### src/design/tcb_pkg.sv
// Shared constants, types and helpers of the text console buffer.
package tcb_pkg;

    localparam int MAX_COLS = 80;
    localparam int MAX_ROWS = 25;
    localparam int CELLS    = MAX_COLS * MAX_ROWS;
    localparam int ADDR_W   = $clog2(CELLS);

    localparam int COL_W    = 7;
    localparam int ROW_W    = 5;
    localparam int BYTE_W   = 8;
    localparam int CELL_W   = 2 * BYTE_W;
    localparam int PADDR_W  = 4;
    localparam int PDATA_W  = 32;

    localparam logic [COL_W-1:0] LAST_COL   = COL_W'(MAX_COLS - 1);
    localparam logic [ROW_W-1:0] LAST_ROW   = ROW_W'(MAX_ROWS - 1);
    localparam logic [COL_W-1:0] COLS_RESET = COL_W'(80);
    localparam logic [ROW_W-1:0] ROWS_RESET = ROW_W'(25);

    localparam logic [BYTE_W-1:0] CH_NEWLINE   = 8'd10;
    localparam logic [BYTE_W-1:0] CH_RETURN    = 8'd13;
    localparam logic [BYTE_W-1:0] CH_SPACE     = 8'd32;
    localparam logic [BYTE_W-1:0] ATTR_DEFAULT = 8'h0F;

    typedef enum logic [2:0] {
        REQ_PRINT      = 3'd0,
        REQ_PUT        = 3'd1,
        REQ_SET_CURSOR = 3'd2,
        REQ_CLEAR      = 3'd3,
        REQ_SCROLL     = 3'd4,
        REQ_FILL       = 3'd5,
        REQ_READ       = 3'd6,
        REQ_NONE       = 3'd7
    } t_req;

    typedef enum logic [2:0] {
        SW_RESET,
        SW_CLEAR,
        SW_FILL,
        SW_COPY,
        SW_BLANK
    } t_sw_mode;

    typedef struct packed {
        logic [COL_W-1:0]  cols;
        logic [ROW_W-1:0]  rows;
        logic [BYTE_W-1:0] blank;
    } t_cfg;

    // controller -> datapath
    typedef struct packed {
        logic     load;
        logic     exec;
        logic     sw_start;
        t_sw_mode sw_mode;
        logic     sw_step;
        logic     out_load;
    } t_cmd;

    // datapath -> controller
    typedef struct packed {
        t_req req;
        logic need_scroll;
        logic fill_ok;
        logic multi_row;
        logic sw_last;
    } t_sts;

    function automatic logic [ADDR_W-1:0] cell_addr(input logic [ROW_W-1:0] y,
                                                    input logic [COL_W-1:0] x);
        return ADDR_W'(y) * ADDR_W'(MAX_COLS) + ADDR_W'(x);
    endfunction

endpackage

### src/design/tcb_regs.sv
// APB configuration registers of the text console buffer.
module tcb_regs (
    input  logic                        i_clk,
    input  logic                        i_rst_n,
    input  logic                        psel,
    input  logic                        penable,
    input  logic                        pwrite,
    input  logic [tcb_pkg::PADDR_W-1:0] paddr,
    input  logic [tcb_pkg::PDATA_W-1:0] pwdata,
    output logic [tcb_pkg::PDATA_W-1:0] prdata,
    output logic                        pready,
    output tcb_pkg::t_cfg               o_cfg
);
    import tcb_pkg::*;

    typedef enum logic [1:0] {
        REG_COLS  = 2'd0,
        REG_ROWS  = 2'd1,
        REG_BLANK = 2'd2
    } t_reg_idx;

    logic [COL_W-1:0]  r_cols;
    logic [ROW_W-1:0]  r_rows;
    logic [BYTE_W-1:0] r_blank;
    logic              wr;
    t_reg_idx          idx;

    assign wr     = psel && penable && pwrite;
    assign idx    = t_reg_idx'(paddr[3:2]);
    assign pready = 1'b1;

    always_ff @(posedge i_clk) begin
        if (!i_rst_n) begin
            r_cols  <= COLS_RESET;
            r_rows  <= ROWS_RESET;
            r_blank <= ATTR_DEFAULT;
        end else if (wr) begin
            case (idx)
                REG_COLS:  r_cols  <= pwdata[COL_W-1:0];
                REG_ROWS:  r_rows  <= pwdata[ROW_W-1:0];
                REG_BLANK: r_blank <= pwdata[BYTE_W-1:0];
                default: ;
            endcase
        end
    end

    always_comb begin
        case (idx)
            REG_COLS:  prdata = PDATA_W'(r_cols);
            REG_ROWS:  prdata = PDATA_W'(r_rows);
            REG_BLANK: prdata = PDATA_W'(r_blank);
            default:   prdata = '0;
        endcase
    end

    assign o_cfg = '{cols: r_cols, rows: r_rows, blank: r_blank};

endmodule

### config.mk
export PLATFORM = sky130hd
export DESIGN_NAME = tcb_regs
export DESIGN_NICKNAME = d
export VERILOG_FILES = /design/src/design/tcb_pkg.sv /design/src/design/tcb_regs.sv
export SDC_FILE = /design/constraint.sdc
export NUM_CORES = 1
export LEC_CHECK = 0
export BUFFER_PORTS_ARGS = -buffer_cell sky130_fd_sc_hd__buf_2
export CAP_MARGIN = 20
export CORE_UTILIZATION = 40
export CTS_BUF_LIST = sky130_fd_sc_hd__clkbuf_4 sky130_fd_sc_hd__clkbuf_8
export CTS_CLUSTER_SIZE = 25
export DETAILED_ROUTE_END_ITERATION = 7
export PLACE_DENSITY = 0.82
export SYNTH_ARGS = -nofsm -noshare
export SYNTH_HDL_FRONTEND = slang
export SYNTH_SLANG_ARGS = --single-unit
export TNS_END_PERCENT = 30
### constraint.sdc
create_clock -name i_clk -period 1.1 [get_ports i_clk]
set_input_delay 0.055 -clock i_clk [delete_from_list [all_inputs] [get_ports i_clk]]
set_output_delay 0.055 -clock i_clk [all_outputs]
set_load 0.02 [all_outputs]
==> run_results.csv <==
group,metric,value,unit
status,status,"finished, final reports clean",
synthesis,synth_ff_type,"dfxtp_1",
grt,track_usage,15.23,%
die,pin_count,94,
layout,nets,228,
layout,layoutNonFillerInstCount,216,
worst_setup_path,startpoint,"r_blank[4]",
worst_setup_path,crit_type,"reg2out",
sta,skew,0,ps
worst_setup_path,setup.worst_path.start_class,"flip-flop",
grt,grt_antenna_before_repair,0,
grt,grt_max_degree,22,
sta,finalSetupViolCount,0,
pwr,leakage,0.0007289,uW
pwr,power_density,942.3,nW/um^2
worst_setup_path,worst-path-max-fanout,2,
sta,hold_viol,0,
sta,min_period,1098,ps
place,gp_congestion,0.7043,
synthesis,synth_edf_count,0,
job,maxCapViolations,0,
layout,drive_above_1_share,39.46,%
synthesis,synth_common_cells,"28 x buf_4, 27 x mux2i_1, 24 x nand2_1",
clock_network,cts_tree,"yes",
detailed_routing,drt_iter0_drc,17,
detailed_routing,routed_wl,2.388,mm
grt,grt_pass1_wl,3.677,mm
sta,rsz0062_at_grt,"yes",
place,dpl.cell_count,206,
synthesis,ys_async_sr_fraction,0,%
clock_network,cts_num_sinks,20,
die,initial_core_util,42.38,%
synthesis,yosys_warnings,0,
clock_network,clk_root_buffer_cell,"clkbuf_4",
synthesis,syn_avg_cell_area,8.929,sq um
grt,grt_pass1_vias,790,
clock_network,htreeDepth,1,
synthesis,synth.cell_area,1179,sq um
clock_network,cts.path.max_buffers,2,
synthesis,synth_largest_area_cell,"dfxtp_1",
detailed_routing,viasPerCell,4.454,
detailed_routing,drtAntennaViolNets,0,
worst_setup_path,r2r_start,"r_cols[4]",
grt,grt-busiest-layer,"met2",
worst_hold_path,hold_path_startpoint,"pwdata[5]",
synthesis,synth.area.top_cells,"dfxtp_1 34%, mux2i_1 23%, buf_4 18%, nor2b_1 8.0%, nand2_1 7.6%",
worst_setup_path,critPathMaxStageDelay,350,ps
clock_network,clkLatencyLatePin,300,ps
detailed_routing,first_pass_iters,4,
synthesis,yosysUniqueCellTypes,15,
die,dieHeight,56.28,um
worst_hold_path,hold_class,"in2reg",
detailed_routing,drcViolationCount,0,
grt,met2_usage,25.68,%
die,core-area,2781,sq um
sta,max_freq,910.5,MHz
worst_setup_path,endpoint_kind,"primary output",
synthesis,syn_inst,132,
grt,grt_overflow_total,0,
sta,final_max_slew_viol_count,0,
die,num_rows,19,
die,die-area,3167,sq um
synthesis,synth_top_area_share,33.97,%
layout,area_delta_synth_final,26.22,%
place,io_buffer_count,42,
detailed_routing,num_vias,962,
place,dp_hpwl,1.799,mm
layout,fin_util,53.49,%
grt,grtUsageMet1,18.70,%
pwr,total_power,1402,uW
synthesis,ys_ff_latch,20,
synthesis,synth_most_common_cell,"buf_4",
detailed_routing,wire_per_inst,11.06,um
sta,fin_crit_sh,99.85,%
clock_network,clkSlewWorstSetupHoldPaths,110,ps
die,die_x,56.28,um
synthesis,yosysSeqAreaShare,33.97,%
worst_setup_path,worstPathCellList,"mux2i_1, o21ai_1, buf_4",
worst_setup_path,slowest_stage,"dfxtp_2",
layout,antenna_cells,0,
pwr,ir_worst_vdd,721.9,uV
worst_setup_path,arrival,1040,ps
worst_setup_path,required,1040,ps
clock_network,cts_buffers,3,
grt,globalRouteMet3Util,4.839,%
[metrics by stage]
step | hold WS, ps | TNS, ps | instance area [sq um] | setup WS (ps)
after floorplan | 197.2 | 0 | 1265 | 18.54
after global placement | 307.1 | 0 | 1373 | 118.6
after detailed placement | 319.0 | 0 | 1373 | 101.4
after CTS | 6.915 | 0 | 1443 | 4.258
after global routing | 6.062 | -213.0 | 1488 | -56.91
final | 5.707 | 0 | 1488 | 1.695
[worst max-delay path, delay by kind of cell (launching register included)]
family | cells | cell delay, ps
AO/OA/AOI/OAI | 1 | 170
flip-flops | 1 | 350
buffers and inverters | 1 | 170
multiplexers | 1 | 60
[registers in the layout (all words and copies together), names as in the netlist]
name     flops
r_blank      8
r_cols       7
r_rows       5
[final timing paths]
| kind | endpoint | slack [ps] | cells past startpoint |
|---|---|---|---|
| worst max register to register | r_cols[4] | 260 | 3 |
| worst min-delay path | r_blank[5] | 6 | 3 |
| worst min register to register | r_cols[0] | 460 | 2 |
| worst max-delay path | prdata[4] | 2 | 3 |
[cell families after synthesis]
family                 after synthesis  share of synthesized area, %
other                                2                        0.6372
AND/OR/NAND/NOR                     47                         21.55
AO/OA/AOI/OAI                        5                         2.123
buffers and inverters               31                         18.79
flip-flops                          20                         33.97
multiplexers                        27                         22.93
[power breakdown]
part           total [uW]  internal (uW)  switching [uW]
combinational         313            114             199
sequential            741            734            6.59
clock                 348            128             220
[per-layer routing]
layer	vias to the layer above	routed length [um]
li1	490	-
met1	432	1043
met2	34	1165
met3	6	131
met4	0	48
met5	-	0
[placed cells by master (no fill, tap or decap)]
cell and count:
buf_2 38, mux2i_1 27, conb_1 25, nand2_1 24, nor2b_1 15, buf_4 14
dfxtp_2 14, dfxtp_1 6, o21ai_1 5, dlygate4sd3_1 5, clkbuf_4 3, nor2_1 2
and2b_1 1, and3b_1 1, nand4_2 1, nand3_1 1, nor3b_2 1, nor3_4 1
buf_12 1
[final cells by class]
cell class	count	area, sq um
fill	261	1294
multi-input combinational	104	643.1
sequential	20	417.9
timing repair buffer	58	365.4
tap	31	38.79
clock buffer	3	22.52
[what timing repair did]
action	4_1_cts	5_1_grt
cloned	0	0
pin swaps	0	1
setup buffers	0	2
gates resized for setup	16	7
hold buffers	3	2
hold endpoints to repair	3	2
endpoints found under the setup margin	5	7
Power figures use the tool's default switching activity.
