--- config.mk ---
export PLATFORM = sky130hd
export DESIGN_NAME = tcb_ctrl
export DESIGN_NICKNAME = d
export VERILOG_FILES = /design/src/design/tcb_pkg.sv /design/src/design/tcb_ctrl.sv
export SDC_FILE = /design/constraint.sdc
export NUM_CORES = 1
export LEC_CHECK = 0
export BUFFER_PORTS_ARGS = -buffer_cell sky130_fd_sc_hd__buf_2
export CORE_MARGIN = 2
export CORE_UTILIZATION = 38
export CTS_CLUSTER_DIAMETER = 40
export CTS_CLUSTER_SIZE = 8
export DETAILED_ROUTE_END_ITERATION = 8
export GPL_TIMING_DRIVEN = 0
export PLACE_DENSITY = 0.69
export RECOVER_POWER = 100
export SYNTH_ARGS = -nofsm -noshare
export SYNTH_HDL_FRONTEND = slang
export SYNTH_SLANG_ARGS = --single-unit
export TNS_END_PERCENT = 100
--- constraint.sdc ---
create_clock -name i_clk -period 4.3 [get_ports i_clk]
set_clock_uncertainty 0.2 [all_clocks]
set_input_delay 0.43 -clock i_clk [delete_from_list [all_inputs] [get_ports i_clk]]
set_output_delay 0.43 -clock i_clk [all_outputs]
set_load 0.01 [all_outputs]
--- src/design/tcb_pkg.sv ---
// Shared constants, types and helpers of the text console buffer.
package tcb_pkg;

    localparam int MAX_COLS = 80;
    localparam int MAX_ROWS = 25;
    localparam int CELLS    = MAX_COLS * MAX_ROWS;
    localparam int ADDR_W   = $clog2(CELLS);

    localparam int COL_W    = 7;
    localparam int ROW_W    = 5;
    localparam int BYTE_W   = 8;
    localparam int CELL_W   = 2 * BYTE_W;
    localparam int PADDR_W  = 4;
    localparam int PDATA_W  = 32;

    localparam logic [COL_W-1:0] LAST_COL   = COL_W'(MAX_COLS - 1);
    localparam logic [ROW_W-1:0] LAST_ROW   = ROW_W'(MAX_ROWS - 1);
    localparam logic [COL_W-1:0] COLS_RESET = COL_W'(80);
    localparam logic [ROW_W-1:0] ROWS_RESET = ROW_W'(25);

    localparam logic [BYTE_W-1:0] CH_NEWLINE   = 8'd10;
    localparam logic [BYTE_W-1:0] CH_RETURN    = 8'd13;
    localparam logic [BYTE_W-1:0] CH_SPACE     = 8'd32;
    localparam logic [BYTE_W-1:0] ATTR_DEFAULT = 8'h0F;

    typedef enum logic [2:0] {
        REQ_PRINT      = 3'd0,
        REQ_PUT        = 3'd1,
        REQ_SET_CURSOR = 3'd2,
        REQ_CLEAR      = 3'd3,
        REQ_SCROLL     = 3'd4,
        REQ_FILL       = 3'd5,
        REQ_READ       = 3'd6,
        REQ_NONE       = 3'd7
    } t_req;

    typedef enum logic [2:0] {
        SW_RESET,
        SW_CLEAR,
        SW_FILL,
        SW_COPY,
        SW_BLANK
    } t_sw_mode;

    typedef struct packed {
        logic [COL_W-1:0]  cols;
        logic [ROW_W-1:0]  rows;
        logic [BYTE_W-1:0] blank;
    } t_cfg;

    // controller -> datapath
    typedef struct packed {
        logic     load;
        logic     exec;
        logic     sw_start;
        t_sw_mode sw_mode;
        logic     sw_step;
        logic     out_load;
    } t_cmd;

    // datapath -> controller
    typedef struct packed {
        t_req req;
        logic need_scroll;
        logic fill_ok;
        logic multi_row;
        logic sw_last;
    } t_sts;

    function automatic logic [ADDR_W-1:0] cell_addr(input logic [ROW_W-1:0] y,
                                                    input logic [COL_W-1:0] x);
        return ADDR_W'(y) * ADDR_W'(MAX_COLS) + ADDR_W'(x);
    endfunction

endpackage

--- src/design/tcb_ctrl.sv ---
// Controller: sequences requests, sweeps and the result handshake.
module tcb_ctrl (
    input  logic          i_clk,
    input  logic          i_rst_n,
    input  logic          i_in_valid,
    output logic          o_in_ready,
    output logic          o_out_valid,
    input  logic          i_out_ready,
    input  tcb_pkg::t_sts i_sts,
    output tcb_pkg::t_cmd o_cmd
);
    import tcb_pkg::*;

    typedef enum logic [3:0] {
        S_RST_START,
        S_RST_SWEEP,
        S_IDLE,
        S_EXEC,
        S_READ,
        S_COPY,
        S_DRAIN,
        S_SWEEP,
        S_FIN
    } t_state;

    t_state r_state, n_state;
    logic   r_out_valid, n_out_valid;
    logic   out_free, fin;

    assign out_free = !r_out_valid || i_out_ready;

    always_comb begin
        n_state     = r_state;
        n_out_valid = r_out_valid && !i_out_ready;
        o_cmd       = '0;
        o_cmd.sw_mode = SW_RESET;
        fin         = 1'b0;
        case (r_state)
            S_RST_START: begin
                o_cmd.sw_start = 1'b1;
                n_state        = S_RST_SWEEP;
            end
            S_RST_SWEEP: begin
                o_cmd.sw_step = 1'b1;
                if (i_sts.sw_last) n_state = S_IDLE;
            end
            S_IDLE: begin
                if (i_in_valid) begin
                    o_cmd.load = 1'b1;
                    n_state    = S_EXEC;
                end
            end
            S_EXEC: begin
                o_cmd.exec = 1'b1;
                case (i_sts.req)
                    REQ_PRINT, REQ_SCROLL: begin
                        if ((i_sts.req == REQ_PRINT) && !i_sts.need_scroll) begin
                            fin = 1'b1;
                        end else if (i_sts.multi_row) begin
                            o_cmd.sw_start = 1'b1;
                            o_cmd.sw_mode  = SW_COPY;
                            n_state        = S_COPY;
                        end else begin
                            o_cmd.sw_start = 1'b1;
                            o_cmd.sw_mode  = SW_BLANK;
                            n_state        = S_SWEEP;
                        end
                    end
                    REQ_CLEAR: begin
                        o_cmd.sw_start = 1'b1;
                        o_cmd.sw_mode  = SW_CLEAR;
                        n_state        = S_SWEEP;
                    end
                    REQ_FILL: begin
                        if (i_sts.fill_ok) begin
                            o_cmd.sw_start = 1'b1;
                            o_cmd.sw_mode  = SW_FILL;
                            n_state        = S_SWEEP;
                        end else begin
                            fin = 1'b1;
                        end
                    end
                    REQ_READ: n_state = S_READ;
                    default:  fin = 1'b1;
                endcase
            end
            S_READ: fin = 1'b1;
            S_COPY: begin
                o_cmd.sw_step = 1'b1;
                if (i_sts.sw_last) n_state = S_DRAIN;
            end
            S_DRAIN: begin
                o_cmd.sw_start = 1'b1;
                o_cmd.sw_mode  = SW_BLANK;
                n_state        = S_SWEEP;
            end
            S_SWEEP: begin
                o_cmd.sw_step = 1'b1;
                if (i_sts.sw_last) fin = 1'b1;
            end
            S_FIN: fin = 1'b1;
            default: n_state = S_IDLE;
        endcase
        if (fin) begin
            if (out_free) begin
                o_cmd.out_load = 1'b1;
                n_out_valid    = 1'b1;
                n_state        = S_IDLE;
            end else begin
                n_state        = S_FIN;
            end
        end
    end

    always_ff @(posedge i_clk) begin
        if (!i_rst_n) begin
            r_state     <= S_RST_START;
            r_out_valid <= 1'b0;
        end else begin
            r_state     <= n_state;
            r_out_valid <= n_out_valid;
        end
    end

    assign o_in_ready  = (r_state == S_IDLE);
    assign o_out_valid = r_out_valid;

endmodule

==> results of run 1 <==
==> path summary, 6_finish.rpt <==
check | cells past startpoint | slack (ns) | from | endpoint
max | 6 | 1.75 | r_state[1] | o_cmd[0]
min | 3 | 0.29 | i_rst_n | r_state[1]
min reg2reg | 2 | 0.39 | o_out_valid | r_state[3]
max reg2reg | 4 | 2.45 | r_state[1] | r_state[0]
==> worst max-delay path, delay by kind of cell, from the launching register on <==
family	cells	cell delay, ns
buffers and inverters	2	0.54
and+or+nand+nor	2	0.37
DFF	1	0.34
AOI/OAI and AO/OA	2	0.43
==> synthesized netlist by cell type, drive strengths merged <==
cell type,n
a21o,2
inv,3
o21ai,3
and3,1
nor2,5
nor3,4
buf,5
nand3b,1
dfxtp,5
a311o,1
o32a,1
o221a,1
nand4bb,1
a41oi,1
a31oi,1
nand2b,4
xor2,1
and2,2
a21boi,1
o41ai,1
xnor2,2
nor3b,1
a211oi,1
nand3,1
o21bai,1
and2b,1
or2b,2
or4,1
a221oi,1
nand2,5
a2111oi,1
o211ai,1
a21oi,5
o21a,3
==> sequential cells by signal (all words and copies together), names as in the netlist <==
name,count
o_out_valid,1
r_state,4
==> final cells by class <==
cell class | count | area (um2) | area share, %
buffer | 5 | 48.8 | 6.98
clock buffer | 4 | 26.3 | 3.76
inverter | 3 | 11.3 | 1.61
multi-input combinational | 57 | 412 | 58.9
sequential | 5 | 100 | 14.3
tap | 16 | 20.0 | 2.86
timing repair buffer | 18 | 81.3 | 11.6
==> power breakdown <==
group / internal, mW / total, mW / switching [mW] / leakage [nW]
Sequential: 0.0583 / 0.0713 / 0.0130 / 0.0410
Combinational: 0.0876 / 0.189 / 0.101 / 0.217
Clock: 0.0351 / 0.0541 / 0.0190 / 0.0150
==> metrics by stage <==
stage / util (%) / cell area, um2 / instances
5_1_grt: 47.0 / 699 / 108
3_3_place_gp: 47.1 / 702 / 104
4_1_cts: 48.9 / 728 / 108
6_report: 47.0 / 699 / 108
2_1_floorplan: - / 592 / 70
3_5_place_dp: 47.1 / 702 / 104
==> logic make-up (layout without fill, tap and decap cells) <==
family                 count (synthesis)  in the layout  share of synthesized area [%]
buffers and inverters                  8             30                           10.4
AND/OR/NAND/NOR                       29             29                           29.6
XOR/XNOR                               3              3                           4.44
AO/OA/AOI/OAI                         25             25                           38.7
flip-flops                             5              5                           16.9
==> routing by layer <==
metal  up-vias  track usage, %  part of all wire [%]
li1        305               -                     -
met1       269            20.9                    44
met2        32            26.3                    47
met3         2            2.50                   8.1
met4         0            9.09                   1.1
met5         -               0                     0
==> out/results.tsv, run 1 <==
stage	metric	value	unit
cts	TritonCTS clock tree	built	
logic_synthesis	Yosys reg bits	5	
routing	# DRC	0	
critical_path	startpoint types	flop	
place	Buffers on Ports	18	
critical_path	Largest stage delay, worst path	0.41	ns
cts	Worst-path clk slew	0.04	ns
logic_synthesis	register area share after synthesis	16.9	%
critical_path	CP arrival	1.92	ns
timing	Achievable Freq	0.393	GHz
cts	TritonCTS Buffers	3	
cts	H-tree depth	1	
floorplanning	Initial Utilization	39.7	%
grt	vias in the first global route	542	
grt	gr ovfl total	0	
logic_synthesis	Mapped Cells	70	
power_and_ir_drop	Static Leak	0.273	nW
power_and_ir_drop	power density over the cells	449	nW/um2
timing	crit share post-route	59.2	%
timing	minimum clock period	2.55	ns
finish	filler cell count in the final layout	156	
timing	RSZ-0062 raised after global routing	no	
cts	Max Buffers Root-to-Sink	2	
finish	nets	104	
run_status	status	complete, no violations	
finish	antenna fix cells	0	
timing	setup violators final	0	
place	DPL Wire Length	1.04	mm
logic_synthesis	YS warnings	0	
finish	proportion of layout cells with a drive suffix above 1	29.3	%
routing	DRT antenna net count	0	
floorplanning	core region area	1490	um2
routing	drt first pass iters	4	
critical_path	Worst Path Class, Setup	flop to output port	
finish	P&R area growth vs syn	18.2	%
grt	initial antenna violation count	0	
worst_hold_path	Hold Path Class	input port to flop	
timing	Slew HR	67.1	%
logic_synthesis	synth unique cells	41	
cts	post-cts resize count	0	
critical_path	Worst path slowest cell	clkbuf_1	
cts	Post-CTS Setup Repair Bufs	0	
critical_path	Crit Path Max Fanout	10	
routing	DRT iter0 DRCs	17	
logic_synthesis	syn_area_per_cell	8.45	um2
routing	via count	608	
floorplanning	Cell Rows	14	
timing	final setup margin	1.75	ns
critical_path	Setup crit end kind	output port	
grt	first-pass GRT wire length	2.30	mm
timing	hold_ws	0.289	ns
routing	WL final	1.37	mm
cts	Root Driver	clkbuf_4	
critical_path	worst-path cell chain	clkbuf_1 > nand2b_1 > o32a_4 > o21ai_0 > and2_0 > buf_2	
grt	All-Layer GR Usage	16.4	%
logic_synthesis	Yosys top cell area share	16.9	%
floorplanning	Die Area	1890	um2
timing	Hold Fails Final Rpt	0	
run	max_cap viols	0	
cts	Clock Sinks	5	
timing	setup TNS	0	ns
routing	post-DR wirelength/cell	12.6	um
timing	Final Max Slew Viols	0	
floorplanning	I/O pin cnt	21	
routing	via density per instance	5.63	
logic_synthesis	Mapped Area	592	um2
power_and_ir_drop	Max rail drop VDD	0.000222	V
place	dpl ws	2.21	ns
finish	most frequent cells in the layout	buf_2 (11), clkbuf_1 (9)	
cts	Clk Latency, worst-skew pair	0.24	ns
floorplanning	die height	43.5	um
floorplanning	Chip Width	43.5	um
power_and_ir_drop	total power	0.314	mW
finish	most common cell after layout, fill and taps aside	buf_2	
critical_path	worst path required time	3.67	ns
cts	CTS Hold Bufs	0	
timing	Slew @ Worst Pin	0.493	ns
logic_synthesis	Synth area leader	dfxtp_1	
grt	largest net degree at the start of global routing	11	
place	routability-driven placement congestion ratio	0.746	
logic_synthesis	Mapped Nets	81	
logic_synthesis	synth top area cells	dfxtp_1 (17%), buf_6 (7.6%), a21oi_1 (4.2%), nand2b_1 (4.2%), o32a_4 (3.8%)	
Power figures use the tool's default switching activity.
==> run 2, diff against run 1 <==
--- a/config.mk
+++ b/config.mk
@@ -5,6 +5,7 @@
 export SDC_FILE = /design/constraint.sdc
 export NUM_CORES = 1
 export LEC_CHECK = 0
+export ABC_AREA = 1
 export BUFFER_PORTS_ARGS = -buffer_cell sky130_fd_sc_hd__buf_2
 export CORE_MARGIN = 2
 export CORE_UTILIZATION = 38
@@ -12,7 +13,7 @@
 export CTS_CLUSTER_SIZE = 8
 export DETAILED_ROUTE_END_ITERATION = 8
 export GPL_TIMING_DRIVEN = 0
-export PLACE_DENSITY = 0.69
+export PLACE_DENSITY = 0.72
 export RECOVER_POWER = 100
 export SYNTH_ARGS = -nofsm -noshare
 export SYNTH_HDL_FRONTEND = slang
==> constraint.sdc (replaced) <==
create_clock -name i_clk -period 2.13 [get_ports i_clk]
set_clock_uncertainty 0.2 [all_clocks]
set_input_delay 0.213 -clock i_clk [delete_from_list [all_inputs] [get_ports i_clk]]
set_output_delay 0.213 -clock i_clk [all_outputs]
set_load 0.01 [all_outputs]
==> out/results.tsv, run 2 <==
stage	metric	value	unit
logic_synthesis	Mapped Area	574	um2
power_and_ir_drop	power density over the cells	891	nW/um2
floorplanning	core region area	1450	um2
place	DPL Wire Length	1.11	mm
finish	most frequent cells in the layout	nand2_1 (22), inv_1 (19), nor2_1 (14)	
logic_synthesis	Yosys reg bits	5	
finish	Largest Register	r_state	
timing	Slew HR	77.8	%
finish	proportion of layout cells with a drive suffix above 1	26.2	%
routing	# DRC	0	
routing	DRT antenna net count	0	
logic_synthesis	Mapped Cells	98	
cts	CTS Hold Bufs	0	
routing	via count	666	
logic_synthesis	number of synthesized flops with an enable pin	0	
place	placed instance area	694	um2
cts	Root Driver	clkbuf_4	
critical_path	r2r setup slk	0.55	ns
critical_path	Largest stage delay, worst path	0.42	ns
cts	Max Buffers Root-to-Sink	2	
finish	multi-input logic area	392	um2
critical_path	critical path launch point	r_state[0]	
cts	post-cts resize count	0	
place	dpl ws	0.439	ns
place	routability-driven placement congestion ratio	0.869	
finish	P&R area growth vs syn	22.7	%
grt	initial antenna violation count	0	
worst_hold_path	Hold Path Class	input port to flop	
timing	Achievable Freq	0.507	GHz
logic_synthesis	Top FF cell, synth	dfxtp_1	
critical_path	Setup crit end kind	output port	
timing	setup violators final	0	
routing	via density per instance	4.83	
logic_synthesis	syn_area_per_cell	5.86	um2
timing	RSZ-0062 raised after global routing	no	
critical_path	Register-to-Register Path Depth	9	
finish	most common cell after layout, fill and taps aside	nand2_1	
grt	first-pass GRT wire length	2.28	mm
logic_synthesis	Yosys top cell area share	17.4	%
grt	vias in the first global route	584	
logic_synthesis	most common cell in the synthesized netlist	nand2_1	
critical_path	Reg-to-Reg End	r_state[2]	
finish	nets	134	
critical_path	crit path capture	o_cmd[0]	
logic_synthesis	register area share after synthesis	17.4	%
logic_synthesis	synth unique cells	22	
finish	Storage cell area	100	um2
routing	DRT iter0 DRCs	4	
timing	setup TNS	0	ns
cts	Clock Sinks	5	
timing	Hold Fails Final Rpt	0	
routing	post-DR wirelength/cell	9.33	um
logic_synthesis	Mapped Nets	109	
logic_synthesis	YS warnings	0	
logic_synthesis	Synth area leader	dfxtp_1	
cts	H-tree depth	1	
grt	largest net degree at the start of global routing	10	
logic_synthesis	synth top area cells	dfxtp_1 (17%), nand2_1 (14%), inv_1 (12%), nor2_1 (7.8%), nand3_1 (7.0%)	
place	Buffers on Ports	20	
cts	Post-CTS Setup Repair Bufs	0	
logic_synthesis	top cells by instance count after synthesis	nand2_1 (21), inv_1 (18), nor2_1 (12), nand3_1 (8), nor2_2 (6)	
floorplanning	die height	42.9	um
cts	TritonCTS clock tree	built	
worst_hold_path	hold_sp	i_rst_n	
critical_path	Worst path slowest cell	dfxtp_1	
routing	WL final	1.29	mm
floorplanning	Cell Rows	14	
timing	minimum clock period	1.97	ns
cts	Worst-path clk slew	0.04	ns
critical_path	Crit Path Max Fanout	9	
finish	antenna fix cells	0	
timing	Final Max Slew Viols	0	
floorplanning	Die Area	1840	um2
critical_path	worst path required time	1.72	ns
grt	gr ovfl total	0	
routing	drt first pass iters	4	
critical_path	cell repeated most along the worst path	nand2_4	
critical_path	startpoint types	flop	
cts	TritonCTS Buffers	3	
finish	max FFs per register	4	
timing	Slew @ Worst Pin	0.329	ns
run_status	status	complete, no violations	
logic_synthesis	ys async rst share	0	%
critical_path	CP arrival	1.56	ns
timing	crit share post-route	92.6	%
grt	All-Layer GR Usage	16.2	%
power_and_ir_drop	Max rail drop VDD	0.000575	V
power_and_ir_drop	Static Leak	0.395	nW
floorplanning	Initial Utilization	39.5	%
critical_path	worst-path cell chain	nand2_1 > inv_2 > nand2_4 > nor3_4 > nor2_4 > nand2_4 > nand2_2 > inv_1 > buf_2	
run	max_cap viols	0	
cts	Clk Latency, worst-skew pair	0.25	ns
finish	post-route cell area	704	um2
timing	final setup margin	0.158	ns
critical_path	r2r startpoint	r_state[3]	
finish	filler cell count in the final layout	172	
floorplanning	Chip Width	42.9	um
critical_path	Worst Path Class, Setup	flop to output port	
floorplanning	I/O pin cnt	21	
-- run 2: cell count changes in the layout (fill, tap and decap cells not counted), sizes merged, moves of 3 or more --
cell / delta
o21a: -3
nand4: +3
nand3: +8
nand2b: -4
inv: +17
nor2: +15
nand2: +22
-- run 2: critical path: cells and delay by family, from the launching register on --
| kind | cells | cell delay (ns) |
|---|---|---|
| buf+inv | 3 | 0.28 |
| flops | 1 | 0.42 |
| simple gates | 6 | 0.62 |
-- run 2: power by group --
group | internal (mW) | leakage, nW | total (mW) | switching (mW)
registers | 0.119 | 0.0410 | 0.144 | 0.0251
logic | 0.138 | 0.339 | 0.370 | 0.233
clock network | 0.0711 | 0.0150 | 0.114 | 0.0428
total | 0.327 | 0.395 | 0.628 | 0.300
-- run 2: final cells by class --
class                           count  area share (%)
Clock buffer                        4            3.73
Sequential cell                     5            14.2
Inverter                           20            10.7
Timing Repair Buffer               20            13.0
Multi-Input combinational cell     73            55.6
Tap cell                           16            2.84
-- run 2: worst min path at each step --
stage                             end  slack (ns)  cells after the start
after floorplan           o_out_valid        0.14                      2
after global placement    o_out_valid        0.25                      3
after detailed placement  o_out_valid        0.27                      3
after CTS                 o_out_valid       0.003                      3
after global routing      o_out_valid        0.03                      3
final                     o_out_valid        0.01                      3
-- run 2: logic make-up after synthesis --
logic type	count (synthesis)	synth area share (%)
DFF	5	17.4
and+or+nand+nor	63	58.8
buffers and inverters	20	13.1
AOI/OAI and AO/OA	10	10.7
-- run 2: through the flow --
step	utilization [%]	cells	hold slack (ns)	power [mW]
3_3_place_gp	47.8	134	0.248	0.528
3_5_place_dp	47.8	134	0.273	0.535
4_1_cts	49.6	138	0.00338	0.655
6_report	48.5	138	0.0105	0.628
2_1_floorplan	-	98	0.137	0.431
5_1_grt	48.5	138	0.0347	0.697
-- run 2: per-layer routing --
metal  part of all wire, %  track usage, %  wire length, um
met5                     0               0                0
met2                    47            26.1              601
met1                    47            20.3              599
met4                   1.2            7.50               16
met3                   5.4            3.83               70
